<file path="src/rtl/psfm_pkg.sv">
// Shared types and constants of the planar span fill masker.
package psfm_pkg;

  localparam int unsigned NumCmd = 3;

  typedef logic [1:0] cmd_cnt_t;

  typedef enum logic [0:0] {
    CfgRowStride = 1'b0,
    CfgDrawBase  = 1'b1
  } cfg_idx_e;

  typedef struct packed {
    logic [3:0]  mask;
    logic [15:0] addr;
    logic [8:0]  count;
  } psfm_cmd_t;

  localparam logic [3:0] HeadMask [4] = '{4'h F, 4'h E, 4'h C, 4'h 8};
  localparam logic [3:0] TailMask [4] = '{4'h 1, 4'h 3, 4'h 7, 4'h F};

  localparam logic [3:0] DitherEven = 4'h5;
  localparam logic [3:0] DitherOdd  = 4'hA;
  localparam logic [3:0] FullMask   = 4'hF;

  localparam logic [10:0] RowStrideReset = 11'd80;
  localparam logic [15:0] DrawBaseReset  = 16'd0;

endpackage

</file>
<file path="src/rtl/planar_span_fill_masker.sv">
// Span to plane-masked write command converter for a four-plane display.
//
//  channel  | handshake              | payload
//  ---------+------------------------+-----------------------------------------------
//  span in  | start_i, busy_o        | start_x_i end_x_i row_i fill_color_i
//           |                        | color_offset_i glass_i
//  cmd out  | cmd_valid_o (strobe)   | plane_mask_o byte_address_o write_color_o
//           |                        | byte_count_o last_o
//  config   | cfg_we_i               | cfg_index_i cfg_data_i
//
// A span is registered with its row base (one multiply and add) on transfer, then
// expanded into up to three commands held in a command buffer that shifts one out
// per cycle. Before its first command leaves, a span passes the held-span registers
// and then the command buffer, and waits longer while earlier commands still leave.
// The held span moves into the buffer when it holds at most one command, and busy_o
// stays high while a span waits on a fuller buffer, so a new span can be taken
// while commands of earlier spans are still leaving.
// Reset clears the registers to stride 80, base 0 and an empty pipeline.
// Commands leave on the strobe without backpressure.
module planar_span_fill_masker #(
  parameter int unsigned ADDR_WIDTH = 16
) (
  input  logic        clk_i,
  input  logic        rst_ni,
  input  logic        start_i,
  output logic        busy_o,
  input  logic [9:0]  start_x_i,
  input  logic [9:0]  end_x_i,
  input  logic [9:0]  row_i,
  input  logic [7:0]  fill_color_i,
  input  logic [7:0]  color_offset_i,
  input  logic        glass_i,
  input  logic        cfg_we_i,
  input  logic [0:0]  cfg_index_i,
  input  logic [15:0] cfg_data_i,
  output logic        cmd_valid_o,
  output logic [3:0]  plane_mask_o,
  output logic [15:0] byte_address_o,
  output logic [7:0]  write_color_o,
  output logic [8:0]  byte_count_o,
  output logic        last_o
);
  import psfm_pkg::*;

  localparam int unsigned SumW = (ADDR_WIDTH > 22) ? ADDR_WIDTH : 22;
  localparam int unsigned MaxW = (ADDR_WIDTH > 16) ? ADDR_WIDTH : 16;

  function automatic logic [15:0] to_addr16(logic [ADDR_WIDTH-1:0] a);
    logic [MaxW-1:0] w;
    w = MaxW'(a);
    return w[15:0];
  endfunction

  logic [10:0] row_stride_q;
  logic [15:0] draw_base_q;

  logic                  a_valid_q;
  logic [9:0]            a_x1_q, a_x2_q;
  logic                  a_row_odd_q;
  logic [7:0]            a_color_q;
  logic                  a_glass_q;
  logic [ADDR_WIDTH-1:0] a_base_q;

  psfm_cmd_t cmd_q [NumCmd];
  psfm_cmd_t cmd_d [NumCmd];
  cmd_cnt_t  cnt_q, cnt_d;
  logic [7:0] color_q;

  logic        take;
  logic        load;
  logic [20:0] prod;
  logic [SumW-1:0] base_sum;

  logic [7:0]  sb, eb, run_sb;
  logic [1:0]  h, t;
  logic        hp, tp;
  logic [3:0]  dither;
  logic [8:0]  run_cnt;
  logic [ADDR_WIDTH-1:0] addr_sb, addr_eb, addr_run;

  assign load   = (cnt_q == 2'd0) || (cnt_q == 2'd1);
  assign busy_o = a_valid_q && !load;
  assign take   = start_i && !busy_o;

  assign prod     = 21'(row_i) * 21'(row_stride_q);
  assign base_sum = SumW'(draw_base_q) + SumW'(prod);

  always_ff @(posedge clk_i or negedge rst_ni) begin
    if (!rst_ni) begin
      row_stride_q <= RowStrideReset;
      draw_base_q  <= DrawBaseReset;
    end else if (cfg_we_i) begin
      unique case (cfg_idx_e'(cfg_index_i))
        CfgRowStride: row_stride_q <= cfg_data_i[10:0];
        CfgDrawBase:  draw_base_q  <= cfg_data_i;
        default:      row_stride_q <= row_stride_q;
      endcase
    end
  end

  always_ff @(posedge clk_i or negedge rst_ni) begin
    if (!rst_ni) begin
      a_valid_q <= 1'b0;
    end else if (take) begin
      a_valid_q <= 1'b1;
    end else if (load) begin
      a_valid_q <= 1'b0;
    end
  end

  always_ff @(posedge clk_i) begin
    if (take) begin
      a_x1_q      <= start_x_i;
      a_x2_q      <= end_x_i;
      a_row_odd_q <= row_i[0];
      a_glass_q   <= glass_i;
      a_color_q   <= glass_i ? (fill_color_i | color_offset_i) : fill_color_i;
      a_base_q    <= base_sum[ADDR_WIDTH-1:0];
    end
  end

  assign sb     = a_x1_q[9:2];
  assign eb     = a_x2_q[9:2];
  assign h      = a_x1_q[1:0];
  assign t      = a_x2_q[1:0];
  assign hp     = (h != 2'd0);
  assign tp     = (t != 2'd3);
  assign run_sb = hp ? (sb + 8'd1) : sb;
  assign dither = a_glass_q ? (a_row_odd_q ? DitherOdd : DitherEven) : FullMask;
  assign run_cnt = {1'b0, eb} - {1'b0, sb} + 9'd1 - {8'd0, hp} - {8'd0, tp};

  assign addr_sb  = a_base_q + ADDR_WIDTH'(sb);
  assign addr_eb  = a_base_q + ADDR_WIDTH'(eb);
  assign addr_run = a_base_q + ADDR_WIDTH'(run_sb);

  psfm_cmd_t new_cmd [NumCmd];
  cmd_cnt_t  new_cnt;

  always_comb begin
    for (int i = 0; i < NumCmd; i++) begin
      new_cmd[i] = '0;
    end
    new_cnt = 2'd0;
    if (a_valid_q && (a_x1_q <= a_x2_q)) begin
      if (sb == eb) begin
        new_cmd[0].mask  = HeadMask[h] & TailMask[t] & dither;
        new_cmd[0].addr  = to_addr16(addr_sb);
        new_cmd[0].count = 9'd1;
        new_cnt = 2'd1;
      end else begin
        if (hp) begin
          new_cmd[new_cnt].mask  = HeadMask[h] & dither;
          new_cmd[new_cnt].addr  = to_addr16(addr_sb);
          new_cmd[new_cnt].count = 9'd1;
          new_cnt = new_cnt + 2'd1;
        end
        if (tp) begin
          new_cmd[new_cnt].mask  = TailMask[t] & dither;
          new_cmd[new_cnt].addr  = to_addr16(addr_eb);
          new_cmd[new_cnt].count = 9'd1;
          new_cnt = new_cnt + 2'd1;
        end
        if (run_cnt != 9'd0) begin
          new_cmd[new_cnt].mask  = FullMask & dither;
          new_cmd[new_cnt].addr  = to_addr16(addr_run);
          new_cmd[new_cnt].count = run_cnt;
          new_cnt = new_cnt + 2'd1;
        end
      end
    end
  end

  always_comb begin
    cnt_d = cnt_q;
    for (int i = 0; i < NumCmd; i++) begin
      cmd_d[i] = cmd_q[i];
    end
    if (load) begin
      cnt_d = new_cnt;
      for (int i = 0; i < NumCmd; i++) begin
        cmd_d[i] = new_cmd[i];
      end
    end else begin
      cnt_d = cnt_q - 2'd1;
      for (int i = 0; i < NumCmd - 1; i++) begin
        cmd_d[i] = cmd_q[i+1];
      end
    end
  end

  always_ff @(posedge clk_i or negedge rst_ni) begin
    if (!rst_ni) begin
      cnt_q <= 2'd0;
    end else begin
      cnt_q <= cnt_d;
    end
  end

  always_ff @(posedge clk_i) begin
    for (int i = 0; i < NumCmd; i++) begin
      cmd_q[i] <= cmd_d[i];
    end
    if (load && a_valid_q) begin
      color_q <= a_color_q;
    end
  end

  assign cmd_valid_o    = (cnt_q != 2'd0);
  assign plane_mask_o   = cmd_q[0].mask;
  assign byte_address_o = cmd_q[0].addr;
  assign byte_count_o   = cmd_q[0].count;
  assign write_color_o  = color_q;
  assign last_o         = (cnt_q == 2'd1);

  assert property (@(posedge clk_i) disable iff (!rst_ni)
    cmd_valid_o && !last_o |=> cmd_valid_o)
    else $error("command run of a span broken");

  assert property (@(posedge clk_i) disable iff (!rst_ni)
    busy_o |-> (cnt_q == 2'd2) || (cnt_q == 2'd3))
    else $error("busy while buffer can take a span");

  assert property (@(posedge clk_i) disable iff (!rst_ni)
    cmd_valid_o |-> byte_count_o != 9'd0)
    else $error("command with zero byte count");

  assert property (@(posedge clk_i) disable iff (!rst_ni)
    start_i && !busy_o |=> a_valid_q)
    else $error("transferred span not held");

endmodule
</file>
<file path="config.mk">
export PLATFORM = sky130hd
export DESIGN_NAME = planar_span_fill_masker
export DESIGN_NICKNAME = d
export VERILOG_FILES = /design/src/rtl/psfm_pkg.sv /design/src/rtl/planar_span_fill_masker.sv
export SDC_FILE = /design/constraint.sdc
export NUM_CORES = 1
export LEC_CHECK = 0
export ABC_AREA = 1
export BUFFER_PORTS_ARGS = -buffer_cell sky130_fd_sc_hd__buf_2
export CAP_MARGIN = 5
export CORE_MARGIN = 1
export CORE_UTILIZATION = 55
export DETAILED_ROUTE_END_ITERATION = 12
export PLACE_DENSITY_LB_ADDON = 0.08
export SYNTH_ARGS = -nofsm -noshare
export SYNTH_HDL_FRONTEND = slang
export SYNTH_SLANG_ARGS = --single-unit
</file>
<file path="constraint.sdc">
create_clock -name clk_i -period 5 [get_ports clk_i]
set_input_delay 0.5 -clock clk_i [delete_from_list [all_inputs] [get_ports clk_i]]
set_output_delay 0.5 -clock clk_i [all_outputs]
set_load 0.02 [all_outputs]
</file>
======== Word-level counts from Yosys, hierarchy flattened ========
Memories as Yosys holds them, arrays and structs flattened.
Index checks and enable logic that the tools add are counted.
cells by class
  add/subtract/negate cells ............... 12
  multiply operators ...................... 1
  order comparisons ....................... 7
  equal/unequal tests ..................... 3
  muxes and demuxes ....................... 52
  bitwise logic cells ..................... 10
  reduce and logical (&&, ||, !) cells .... 16
operators by type and width
  cell                                                            count
  87-bit bitwise mux                                              6
  87-bit 2-to-1 mux                                               5
  29-bit demux with 2-bit select                                  6
  29-bit 2-to-1 mux                                               7
  58-bit 2-to-1 mux                                               2
  25-bit 2-to-1 mux                                               2
  16-bit by 8-bit adder with 16-bit output                        3
  4-bit 2-to-1 mux                                                6
  2-bit 2-to-1 mux                                                9
  9-bit 2-to-1 mux                                                2
  9-bit by 1-bit subtractor with 9-bit output                     2
  16-bit adder                                                    1
  4-bit bitwise AND                                               4
  4-bit binary-select mux with 2-bit select                       2
  10-bit by 11-bit multiplier with 16-bit output                  1
  8-bit 2-to-1 mux                                                2
  3-bit greater-or-equal comparator (second input constant)       4
  2-bit inverter with 3-bit output                                4
  10-bit <= comparator                                            1
  9-bit by 1-bit adder with 9-bit output (second input constant)  1
  9-bit nonzero test                                              1
  8-bit by 8-bit subtractor with 9-bit output                     1
  8-bit by 1-bit adder with 8-bit output (second input constant)  1
  8-bit equality test                                             1
  other kinds (14)                                                27
storage, ports and cells
  register bits ........................... 84
  memory bits (writable) .................. 87
  input bits .............................. 68
  output and inout port bits .............. 40
  logic and storage cells ................. 113
  memories ................................ 1
memories
  memory  depth  bits a word  rd ports  clocked after memory_dff  write ports  RTL line                       RTL
  cmd_q   3      29           3         0                         3            planar_span_fill_masker.sv:64  psfm_cmd_t cmd_q [NumCmd];

======== Depth between registers and ports, before layout ========
Gate-level depths: netlist of run 1.
  depth in word-level cells ............... 22
  depth in mapped cells ................... 25
  depth with buffers taken out ............ 23

======== Least setup slack after synthesis of run 1 ========
OpenSTA, ideal clock, no wires.
  path kind ............................... input to register
  from .................................... input row_i[1]
  to ...................................... register a_base_q[13], data pin
  arrival ................................. 4.517 ns
  path slack .............................. 0.219 ns
  stages .................................. 17
  buffers on the path ..................... 1
  cell sequence ........................... clkbuf_1 nand2_1 fa_1 inv_1 fa_1 inv_1 fa_1 inv_1 fa_1 fa_1 ha_1 nand2_1 a21oi_1 a211oi_1 nand3_1 a31oi_1 xor2_1
between the ends
  longest elaborated chain between the ends .. 2
ends and longest elaborated chain
  what                                            RTL line                        RTL
  start, declared                                 planar_span_fill_masker.sv:29   input logic [9:0] row_i,
  10-bit by 11-bit multiplier with 16-bit output  planar_span_fill_masker.sv:85   assign prod = 21'(row_i) * 21'(row_stride_q);
  16-bit adder                                    planar_span_fill_masker.sv:86   assign base_sum = SumW'(draw_base_q) + SumW'(prod);
  named net base_sum[13]                          planar_span_fill_masker.sv:72   logic [SumW-1:0] base_sum;
  end signal, assigned                            planar_span_fill_masker.sv:118  a_base_q <= base_sum[ADDR_WIDTH-1:0];
  end, declared                                   planar_span_fill_masker.sv:62   logic [ADDR_WIDTH-1:0] a_base_q;
The timed path passes the listed nets, and every way through them passes these cells.
A chain may end at the register's enable or synchronous reset.

======== Worst setup path after layout of run 1 ========
  from .................................... register row_stride_q[7]
  to ...................................... register a_base_q[14], data pin
between the ends
  longest elaborated chain between the ends .. 2
ends and longest elaborated chain
  what                                            RTL line                       RTL
  start, declared                                 planar_span_fill_masker.sv:54  logic [10:0] row_stride_q;
  start signal, assigned                          planar_span_fill_masker.sv:90  row_stride_q <= RowStrideReset;
  start signal, assigned                          planar_span_fill_masker.sv:94  CfgRowStride: row_stride_q <= cfg_data_i[10:0];
  start signal, assigned                          planar_span_fill_masker.sv:96  default: row_stride_q <= row_stride_q;
  10-bit by 11-bit multiplier with 16-bit output  planar_span_fill_masker.sv:85
  16-bit adder                                    planar_span_fill_masker.sv:86
  named net base_sum[14]                          planar_span_fill_masker.sv:72
The timed path passes the listed nets, and every way through them passes these cells.

==> results of run 1 <==
==> power by group <==
| group | internal (mW) | total [mW] | switching (mW) |
|---|---|---|---|
| clock | 0.684 | 1.34 | 0.651 |
| sequential | 2.08 | 2.34 | 0.257 |
| combinational | 1.98 | 5.41 | 3.42 |
==> through the flow <==
stage / setup TNS, ns / util / instances
global placement: 0 / 0.588 / 2043
finish: 0 / 0.616 / 2079
CTS: 0 / 0.613 / 2075
detailed placement: 0 / 0.588 / 2043
floorplan: 0 / - / 1681
global route: -0.000759 / 0.616 / 2079
==> cells by family (layout without fill, tap and decap cells) <==
kind of cell,Yosys count,after routing,synth area share
xor+xnor,46,46,0.0304
mux,5,5,0.00425
flops,169,169,0.328
fa+ha+maj,174,174,0.212
compound gates,134,134,0.0566
simple gates,771,771,0.247
buf+inv,382,461,0.121
==> Yosys cell counts, types with 11 or more instances <==
cell,instances,area share
o21ai_0,57,0.022
nand3_1,129,0.049
a21o_1,11,0.0062
inv_1,297,0.084
nand4_1,28,0.013
buf_4,31,0.018
fa_1,84,0.13
ha_1,90,0.085
dfxtp_1,58,0.088
clkbuf_1,35,0.0099
nand2_1,488,0.14
nor2_1,86,0.024
xnor2_1,18,0.012
edfxtp_1,81,0.18
dfrtp_1,28,0.053
xor2_1,28,0.019
a21oi_1,41,0.016
==> registers in the layout (all words and copies together) (netlist names), 2 cells and up <==
signal / flops
a_color_q: 8
a_x1_q: 10
a_base_q: 16
write_color_o: 8
draw_base_q: 16
cnt_q: 2
a_x2_q: 10
row_stride_q: 11
cmd_q: 85
==> cell type report <==
| class | count | area (um2) |
|---|---|---|
| Fill cell | 2119 | 9050 |
| Multi-Input combinational cell | 1130 | 7320 |
| Sequential cell | 169 | 4350 |
| Inverter | 301 | 1130 |
| Timing Repair Buffer | 128 | 706 |
| Clock buffer | 18 | 439 |
| Tap cell | 319 | 399 |
| Clock inverter | 14 | 148 |
==> path summary, 6_finish.rpt <==
path                                                  start                          end  cells after the start
worst min register to register       a_color_q[2]$_DFFE_PP_   write_color_o[2]$_DFFE_PP_                      0
max in group asynchronous                            rst_ni  row_stride_q[5]$_DFFE_PN0P_                      1
worst min-delay path                                 rst_ni           cnt_q[0]$_DFF_PN0_                      1
worst max register to register  row_stride_q[7]$_DFFE_PN0P_       a_base_q[14]$_DFFE_PP_                     19
min in group clk_i                               end_x_i[3]          a_x2_q[3]$_DFFE_PP_                      1
worst max-delay path            row_stride_q[7]$_DFFE_PN0P_       a_base_q[14]$_DFFE_PP_                     19
==> worst reg2reg max path: stages, from the launching register on <==
cell and delay [ns]:
dfrtp_1 0.44, buf_4 0.19, nand2_1 0.07, inv_1 0.05, fa_1 0.54, inv_1 0.07
fa_1 0.55, fa_1 0.43, fa_1 0.46, fa_1 0.49, inv_1 0.04, ha_2 0.36
nand2_1 0.09, nor2_1 0.14, nand3_1 0.10, nand3_1 0.15, a21oi_1 0.09, nor2_1 0.10
nor2_1 0.06, xnor2_1 0.11
==> repair_timing <==
action / in CTS / in global routing
setup buffers: 0 / 4
endpoints found under the setup margin: 0 / 3
resized for setup: 0 / 9
hold buffers: 0 / 0
==> per-layer routing <==
layer  share of wire  wire length (um)  vias to the layer above  track usage
met5               0                 0                        -            0
met4           0.038              1200                        0        0.120
met3           0.052              1670                       74       0.0410
met2            0.47             15000                      395        0.460
met1            0.44             14200                     4994        0.357
li1                -                 -                     5372            -
==> cells in the final DEF, fill, tap and decap left out, drive strengths merged, types with 2 or more instances in the layout <==
cell,n
clkinv,8
a211oi,2
o211ai,3
buf,128
a31oi,2
o21ai,63
a21oi,41
dfrtp,28
nand3,132
edfxtp,81
dfstp,2
dfxtp,58
or2,9
clkbuf,18
fa,84
ha,90
nand4,28
nand2,493
xor2,28
o21a,3
nor2,91
mux2,5
a21o,11
xnor2,18
nor3,9
nand3b,6
o21bai,4
inv,307
==> run metrics, run 1 <==
outcome completed; sequential area share after synthesis 0.328; pin count of the biggest net entering global routing 61; io pins roughly 110; Setup Skew roughly 0.014 ns; fin area between 0.01 and 0.015 mm2; Tot GR Track Use 0.276; peak supply drop about 0.34 mV; total gr overflow 0; dominant synthesized flop cell edfxtp_1; Startpoint Class register; dpl hpwl around 25000 um; Final min period 4.78 ns; Max Cap Violations 0; max frequency 209 MHz; final net count around 2k; WHS 0.109 ns; Crit path required time 5.19 ns; Hold Crit Class primary input to async pin; Final Max Tran Viols 0; initial antenna violation count 0; critical path type register to register; Post-Place Worst Slack between 0.04 and 0.05 ns; DRC errors left 0; Layout area overhead 9.50%; #FFs+latches synth 169; static leakage around 7.7 nW; Clock Path Buffers 2; layout cells sized above 1 0.116; Chip Height about 160 um; WL final ~32000 um; DR vias/cell 5.21; Slowest Stage Delay on Critical Path about 0.55 ns; placed cell area 0.0138 mm2; detailed router's first-iteration violation count around 880; CP most frequent cell fa_1; Yosys Warn Count 0; Starting Density 0.562; Worst-path clk slew roughly 0.08 ns; kind of cell adding the most delay to the critical path adder cells; Rows 56; cell count after synthesis ~1.7k; DR WL/cell 15.4 um; Worst-Margin Slew slightly above 0.9 ns; Antenna diodes 0; CTS H-tree depth 4; Mapped Nets between 1.5k and 2k; Sink Count approximately 170; PwrDens between 600 and 700 mW/mm2; Core Area between 0.02 and 0.025 mm2; ANT nets after route 0; CP cell instances buf_4 -> nand2_1 -> inv_1 -> fa_1 -> inv_1 -> fa_1 -> fa_1 -> fa_1 -> fa_1 -> inv_1 -> ha_2 -> nand2_1 -> nor2_1 -> nand3_1 -> nand3_1 -> a21oi_1 -> nor2_1 -> nor2_1 -> xnor2_1; Post-synth EDFFs slightly above 80; TritonCTS clock tree yes; port bufs 107; clk_lat worst skew about 0.44 ns; Final Setup Violations 0; Tcrit/Tclk final 0.957; critical-path maximum fanout 7; die area 0.0247 mm2; Root Driver clkbuf_16; vias in the first global route 10.4k; Setup WS post-layout approximately 0.22 ns; setup slack, reg-to-reg ~0.22 ns; mapped cell area approximately 0.013 mm2; Worst setup EP type register; total power approximately 9.1 mW; final hold viol count 0; Vias 10.8k; Critical path buffers and inverters 4; first-pass GRT wire length roughly 52000 um; First-pass DRT Iterations 5; Die Wd 157 um; CP max stage cell fa_1; relative slew slack 0.378; Yosys cell types 51; synthesized area per cell roughly 7.9 um2; ys async rst share 0.178; cts bufs inserted 17; Data arrival, critical path slightly below 5 ns; placer's final routability congestion estimate around 0.89
No activity file was read; power rests on OpenSTA's default activity.
==> inputs of run 2 (changes only) <==
==> constraint.sdc (replaced) <==
create_clock -name clk_i -period 5 [get_ports clk_i]
set_input_delay 0.25 -clock clk_i [delete_from_list [all_inputs] [get_ports clk_i]]
set_output_delay 0.25 -clock clk_i [all_outputs]
set_load 0.02 [all_outputs]
==> run metrics, run 2 (synthesis results as in run 1) <==
outcome completed; P_int 4.70 mW (-0.97%); vias in the first global route 10.7k (+2.7%); First-pass DRT Iterations 5 (unchanged); WL final 31700 um (-1.1%); setup slack, reg-to-reg 0.17 ns (-0.05 ns); CTS H-tree depth 4 (unchanged); Worst setup EP type register; TritonCTS clock tree yes; RSZ-0062 raised after global routing false; Switching Fraction 0.479 (+0.00157); DR WL/cell 15.1 um (-1.8%); initial antenna violation count 0 (unchanged); max frequency 207 MHz (-1.0%); Data arrival, critical path 5.03 ns (+0.06 ns); clk_lat worst skew 0.44 ns (about the same); commonest non-fill, non-tap cell in the layout nand2_1; DR vias/cell 5.17 (-0.72%); Final Max Tran Viols 0 (unchanged); placer's final routability congestion estimate 0.964 (+8.2%); Root Driver clkbuf_16; Crit path required time 5.20 ns (about the same); Tcrit/Tclk final 0.966 (+0.00983); multi-input logic area 0.00731 mm2 (about the same); cts bufs inserted 17 (unchanged); peak supply drop 0.337 mV (-1.4%); Final min period 4.83 ns (+0.0492 ns); Chip Height 157 um (unchanged); Reg area 0.00435 mm2 (about the same); static leakage 7.79 nW (+0.65%); pin count of the biggest net entering global routing 61 (unchanged); Final Setup Violations 0 (unchanged); Core Area 0.0235 mm2 (unchanged); final net count 2004 (+0.75%); PwrDens 616 mW/mm2 (-1.7%); Starting Density 0.562 (unchanged); layout cells sized above 1 0.109 (-0.00661); dpl hpwl 25100 um (-1.3%); critical-path maximum fanout 7 (unchanged); Rows 56 (unchanged); Top reg by flops cmd_q; final hold viol count 0 (unchanged); Logic pwr share 0.596 (about the same); Worst-Margin Slew 0.794 ns (-0.137 ns); ANT nets after route 0 (unchanged); Fillers 2153 (+1.6%); Hold Crit Class primary input to register; DRC errors left 0 (unchanged); Sink Count 169 (unchanged); relative slew slack 0.470 (+0.0924); Tot GR Track Use 0.277 (+0.000950); Top Registers cmd_q x85, a_base_q x16, draw_base_q x16; Die Wd 157 um (unchanged); total gr overflow 0 (unchanged); Antenna diodes 0 (unchanged); critical path type register to register; die area 0.0247 mm2 (unchanged); Fin Setup TNS 0 ns (unchanged); Worst-path clk slew 0.07 ns (about the same); io pins 108 (unchanged); Layout area overhead 10.6%; Reg power frac 0.258 (about the same); fin util 0.622 (+0.00622); detailed router's first-iteration violation count 810 (-7.5%); first-pass GRT wire length 52800 um (+1.2%); Clock Path Buffers 2 (unchanged); Max Cap Violations 0 (unchanged); Vias 10.8k (unchanged); port bufs 107 (unchanged); most frequent cells in the layout nand2_1 (487), inv_1 (297), nand3_1 (129), buf_2 (107), ha_1 (90); Sw Pwr 4.32 mW (-0.34%); Startpoint Class register; Setup Skew 0.0129 ns (-0.000813 ns); Clk pwr share 0.146 (about the same); Largest register FFs 85 (unchanged)
-- run 2: path summary, 6_finish.rpt --
check                      depth (start not counted)                           to                        start
setup / recovery                                  16       a_base_q[15]$_DFFE_PP_  row_stride_q[6]$_DFFE_PN1P_
hold / removal                                     2  draw_base_q[15]$_DFFE_PN0P_               cfg_data_i[15]
setup reg to reg                                  16       a_base_q[15]$_DFFE_PP_  row_stride_q[6]$_DFFE_PN1P_
hold reg to reg                                    0   write_color_o[3]$_DFFE_PP_       a_color_q[3]$_DFFE_PP_
max in group asynchronous                          2  row_stride_q[5]$_DFFE_PN0P_                       rst_ni
min in group asynchronous                          2           cnt_q[0]$_DFF_PN0_                       rst_ni
-- run 2: final cells by class --
| cell class | instances | share of cell area |
|---|---|---|
| Clock buffer | 18 | 0.0293 |
| Inverter | 301 | 0.0773 |
| Clock inverter | 14 | 0.0108 |
| Multi-Input combinational cell | 1130 | 0.499 |
| Timing Repair Buffer | 143 | 0.0586 |
| Tap cell | 319 | 0.0273 |
| Sequential cell | 169 | 0.297 |
-- run 2: through the flow --
step           setup slack, ns  instance area (um2)  total power [mW]  hold WS [ns]  std cells
6_report                 0.168                14600              9.02        0.0387       2094
5_1_grt               0.000343                14600              9.88        0.0347       2094
4_1_cts                  0.160                14600              9.00       0.00297       2092
3_5_place_dp             0.201                13800              7.62         0.340       2040
3_3_place_gp             0.282                13800              7.48         0.344       2040
2_1_floorplan            0.241                13200              6.38       -0.0456       1681
-- run 2: power by group through the flow --
stage               Sequential [mW]  Combinational (mW)  Clock (mW)
detailed placement             2.36                5.26           0
finish                         2.33                5.37        1.32
CTS                            2.33                5.33        1.34
global placement               2.35                5.13           0
global route                   2.39                6.10        1.39
floorplan                      2.27                4.11           0
-- run 2: layer usage --
metal | track usage | routed length, um
met1 | 0.352 | 14000
met2 | 0.488 | 15400
met4 | 0.0994 | 819
met5 | 0 | 0
met3 | 0.0286 | 1410
-- run 2: critical path, stage by stage, from the launching register on --
cell	delay [ns]
dfstp_2	0.61
buf_4	0.16
nand2_1	0.06
inv_1	0.07
fa_1	0.43
fa_1	0.54
inv_1	0.05
fa_1	0.49
fa_1	0.44
fa_1	0.50
inv_1	0.05
ha_1	0.35
a21o_1	0.21
a221oi_1	0.26
o211ai_1	0.19
nand3_1	0.12
nand2_1	0.05
-- run 2: timing repair --
action | 4_1_cts | 5_1_grt
buffers inserted | 0 | 1
endpoints found under the hold margin | 47 | 1
endpoints found under the setup margin | 0 | 3
hold buffers | 20 | 1
gates resized for setup | 0 | 7
==> inputs of run 3 (changes only) <==
--- a/config.mk
+++ b/config.mk
@@ -11,7 +11,7 @@
 export CORE_MARGIN = 1
 export CORE_UTILIZATION = 55
 export DETAILED_ROUTE_END_ITERATION = 12
-export PLACE_DENSITY_LB_ADDON = 0.08
+export PLACE_DENSITY = 0.76
 export SYNTH_ARGS = -nofsm -noshare
 export SYNTH_HDL_FRONTEND = slang
 export SYNTH_SLANG_ARGS = --single-unit
==> run metrics, run 3 (synthesis results as in run 1) <==
CP most frequent cell fa_1; Antenna diodes 0 (unchanged); CTS H-tree depth 4 (unchanged); initial antenna violation count 0 (unchanged); static leakage 7.79 nW (about the same); Startpoint Class register; Die Wd 157 um (unchanged); Core Area 0.0235 mm2 (unchanged); Layout area overhead 10.8%; Top reg by flops cmd_q; Starting Density 0.562 (unchanged); P_int 4.75 mW (+0.95%); Rows 56 (unchanged); reg2reg path depth 17 (+1); r2r endpoint a_base_q[14]$_DFFE_PP_; placed cell count 2040 (unchanged); Final min period 4.85 ns (+0.0188 ns); Sw Pwr 4.39 mW (+1.8%); clk_lat worst skew 0.45 ns (about the same); peak supply drop 0.328 mV (-2.5%); Top Registers cmd_q x85, a_base_q x16, draw_base_q x16; Final Setup Violations 0 (unchanged); First-pass DRT Iterations 5 (unchanged); PwrDens 623 mW/mm2 (+1.2%); DRC errors left 0 (unchanged); port bufs 107 (unchanged); Tcrit/Tclk final 0.970 (+0.00376); max frequency 206 MHz (-0.39%); hold path startpoint cfg_data_i[15]; final net count 2003 (-0.050%); ANT nets after route 0 (unchanged); post-CTS setup buffer count 0 (unchanged); CP cell instances buf_4 -> nand2_1 -> fa_1 -> inv_1 -> fa_1 -> fa_1 -> fa_1 -> fa_1 -> ha_1 -> a21oi_1 -> nor2_1 -> nor2b_1 -> nand3_1 -> a21oi_1 -> nor2_1 -> nor2_1 -> xnor2_1; Largest register FFs 85 (unchanged); post-route insts no fill 2093 (-0.048%); critical-path maximum fanout 7 (unchanged); commonest non-fill, non-tap cell in the layout nand2_1; setup slack, reg-to-reg 0.15 ns (-0.02 ns); CP max stage cell dfstp_2; DR WL/cell 15.1 um (-0.43%); io pins 108 (unchanged); dpl hpwl 24600 um (-1.9%); worst hold stages 2 (unchanged); Tot GR Track Use 0.271 (-0.00625); outcome completed; Slowest Stage Delay on Critical Path 0.58 ns (-0.03 ns); Worst-path clk slew 0.08 ns (about the same); relative slew slack 0.459 (-0.0109); Reg power frac 0.256 (-0.002); detailed router's first-iteration violation count 792 (-2.2%); Sink Count 169 (unchanged); total gr overflow 0 (unchanged); Clock Path Buffers 2 (unchanged); Worst setup EP type register; Root Driver clkbuf_16; final hold viol count 0 (unchanged); vias in the first global route 10.6k (-0.028%); Max Cap Violations 0 (unchanged); pin count of the biggest net entering global routing 61 (unchanged); Switching Fraction 0.481 (+0.00203); DR vias/cell 5.21 (+0.70%); Worst-Margin Slew 0.810 ns (+0.0164 ns); most frequent cells in the layout nand2_1 (488), inv_1 (297), nand3_1 (129), buf_2 (107), ha_1 (89); layout cells sized above 1 0.109 (-0.000502); WL final 31500 um (-0.47%); Crit path required time 5.20 ns (about the same); Fin Setup TNS 0 ns (unchanged); first-pass GRT wire length 52100 um (-1.3%); Worst Setup SP row_stride_q[6]$_DFFE_PN1P_; die area 0.0247 mm2 (unchanged); TritonCTS clock tree yes; Logic pwr share 0.597 (about the same); reg2reg start row_stride_q[6]$_DFFE_PN1P_; Setup Skew 0.0167 ns (+0.00383 ns); cts bufs inserted 17 (unchanged); Chip Height 157 um (unchanged); Worst Hold Path EP draw_base_q[15]$_DFFE_PN0P_; Vias 10.9k (+0.66%); placer's final routability congestion estimate 0.967 (+0.31%); Final Max Tran Viols 0 (unchanged); Clk pwr share 0.147 (about the same); Hold Crit Class primary input to register; Data arrival, critical path 5.05 ns (+0.02 ns); critical path type register to register
run 3: power by group through the flow:
stage	sequential, mW	clock [mW]	combinational, mW
floorplan	2.27	0	4.11
global placement	2.34	0	5.06
detailed placement	2.36	0	5.20
CTS	2.33	1.35	5.28
global route	2.39	1.41	6.16
finish	2.34	1.34	5.46
run 3: cell type report:
| class | count | area (um2) |
|---|---|---|
| multi-input combinational | 1130 | 7320 |
| inverter | 301 | 1130 |
| clock inverter | 15 | 183 |
| tap | 319 | 399 |
| clock buffer | 17 | 425 |
| sequential | 169 | 4350 |
| timing repair buffer | 142 | 851 |
| fill | 2136 | 8880 |
run 3: timing repair:
item,4_1_cts,5_1_grt
endpoints found under the hold margin,48,0
gates resized for setup,0,4
endpoints found under the setup margin,0,3
hold buffers,21,0
run 3: metrics by stage:
step | setup WS [ns] | hold WS, ns | power, mW | cell area [um2] | utilization
finish | 0.149 | 0.0358 | 9.14 | 14700 | 0.623
CTS | 0.166 | 0.0319 | 8.97 | 14600 | 0.622
global placement | 0.357 | 0.347 | 7.40 | 13800 | 0.587
global route | -0.0768 | 0.0401 | 9.96 | 14700 | 0.623
floorplan | 0.241 | -0.0456 | 6.38 | 13200 | -
detailed placement | 0.184 | 0.354 | 7.56 | 13800 | 0.587
run 3: how the worst max path moves through the flow:
| stage | cells after the start | end | slack [ns] |
|---|---|---|---|
| finish | 17 | a_base_q[14]$_DFFE_PP_ | 0.15 |
| global route | 15 | a_base_q[13]$_DFFE_PP_ | -0.08 |
| CTS | 15 | a_base_q[13]$_DFFE_PP_ | 0.17 |
| detailed placement | 15 | a_base_q[13]$_DFFE_PP_ | 0.18 |
| global placement | 19 | a_base_q[14]$_DFFE_PP_ | 0.36 |
| floorplan | 17 | a_base_q[13]$_DFFE_PP_ | 0.24 |
run 3: routing by layer:
metal  GRT usage  routed length, um  up-vias
met3      0.0341               1760       47
met2       0.475              15400      378
met1       0.350              13800     5095
met4      0.0767                529        0
li1            -                  -     5386
met5           0                  0        -
run 3: critical path: cells and delay by family, from the launching register on:
kind	cells	cell delay (ns)
AO/OA/AOI/OAI	2	0.38
adder cells (fa/ha/maj)	6	2.78
XOR/XNOR	1	0.08
AND/OR/NAND/NOR	6	0.58
flip-flops	1	0.58
buffers and inverters	2	0.21
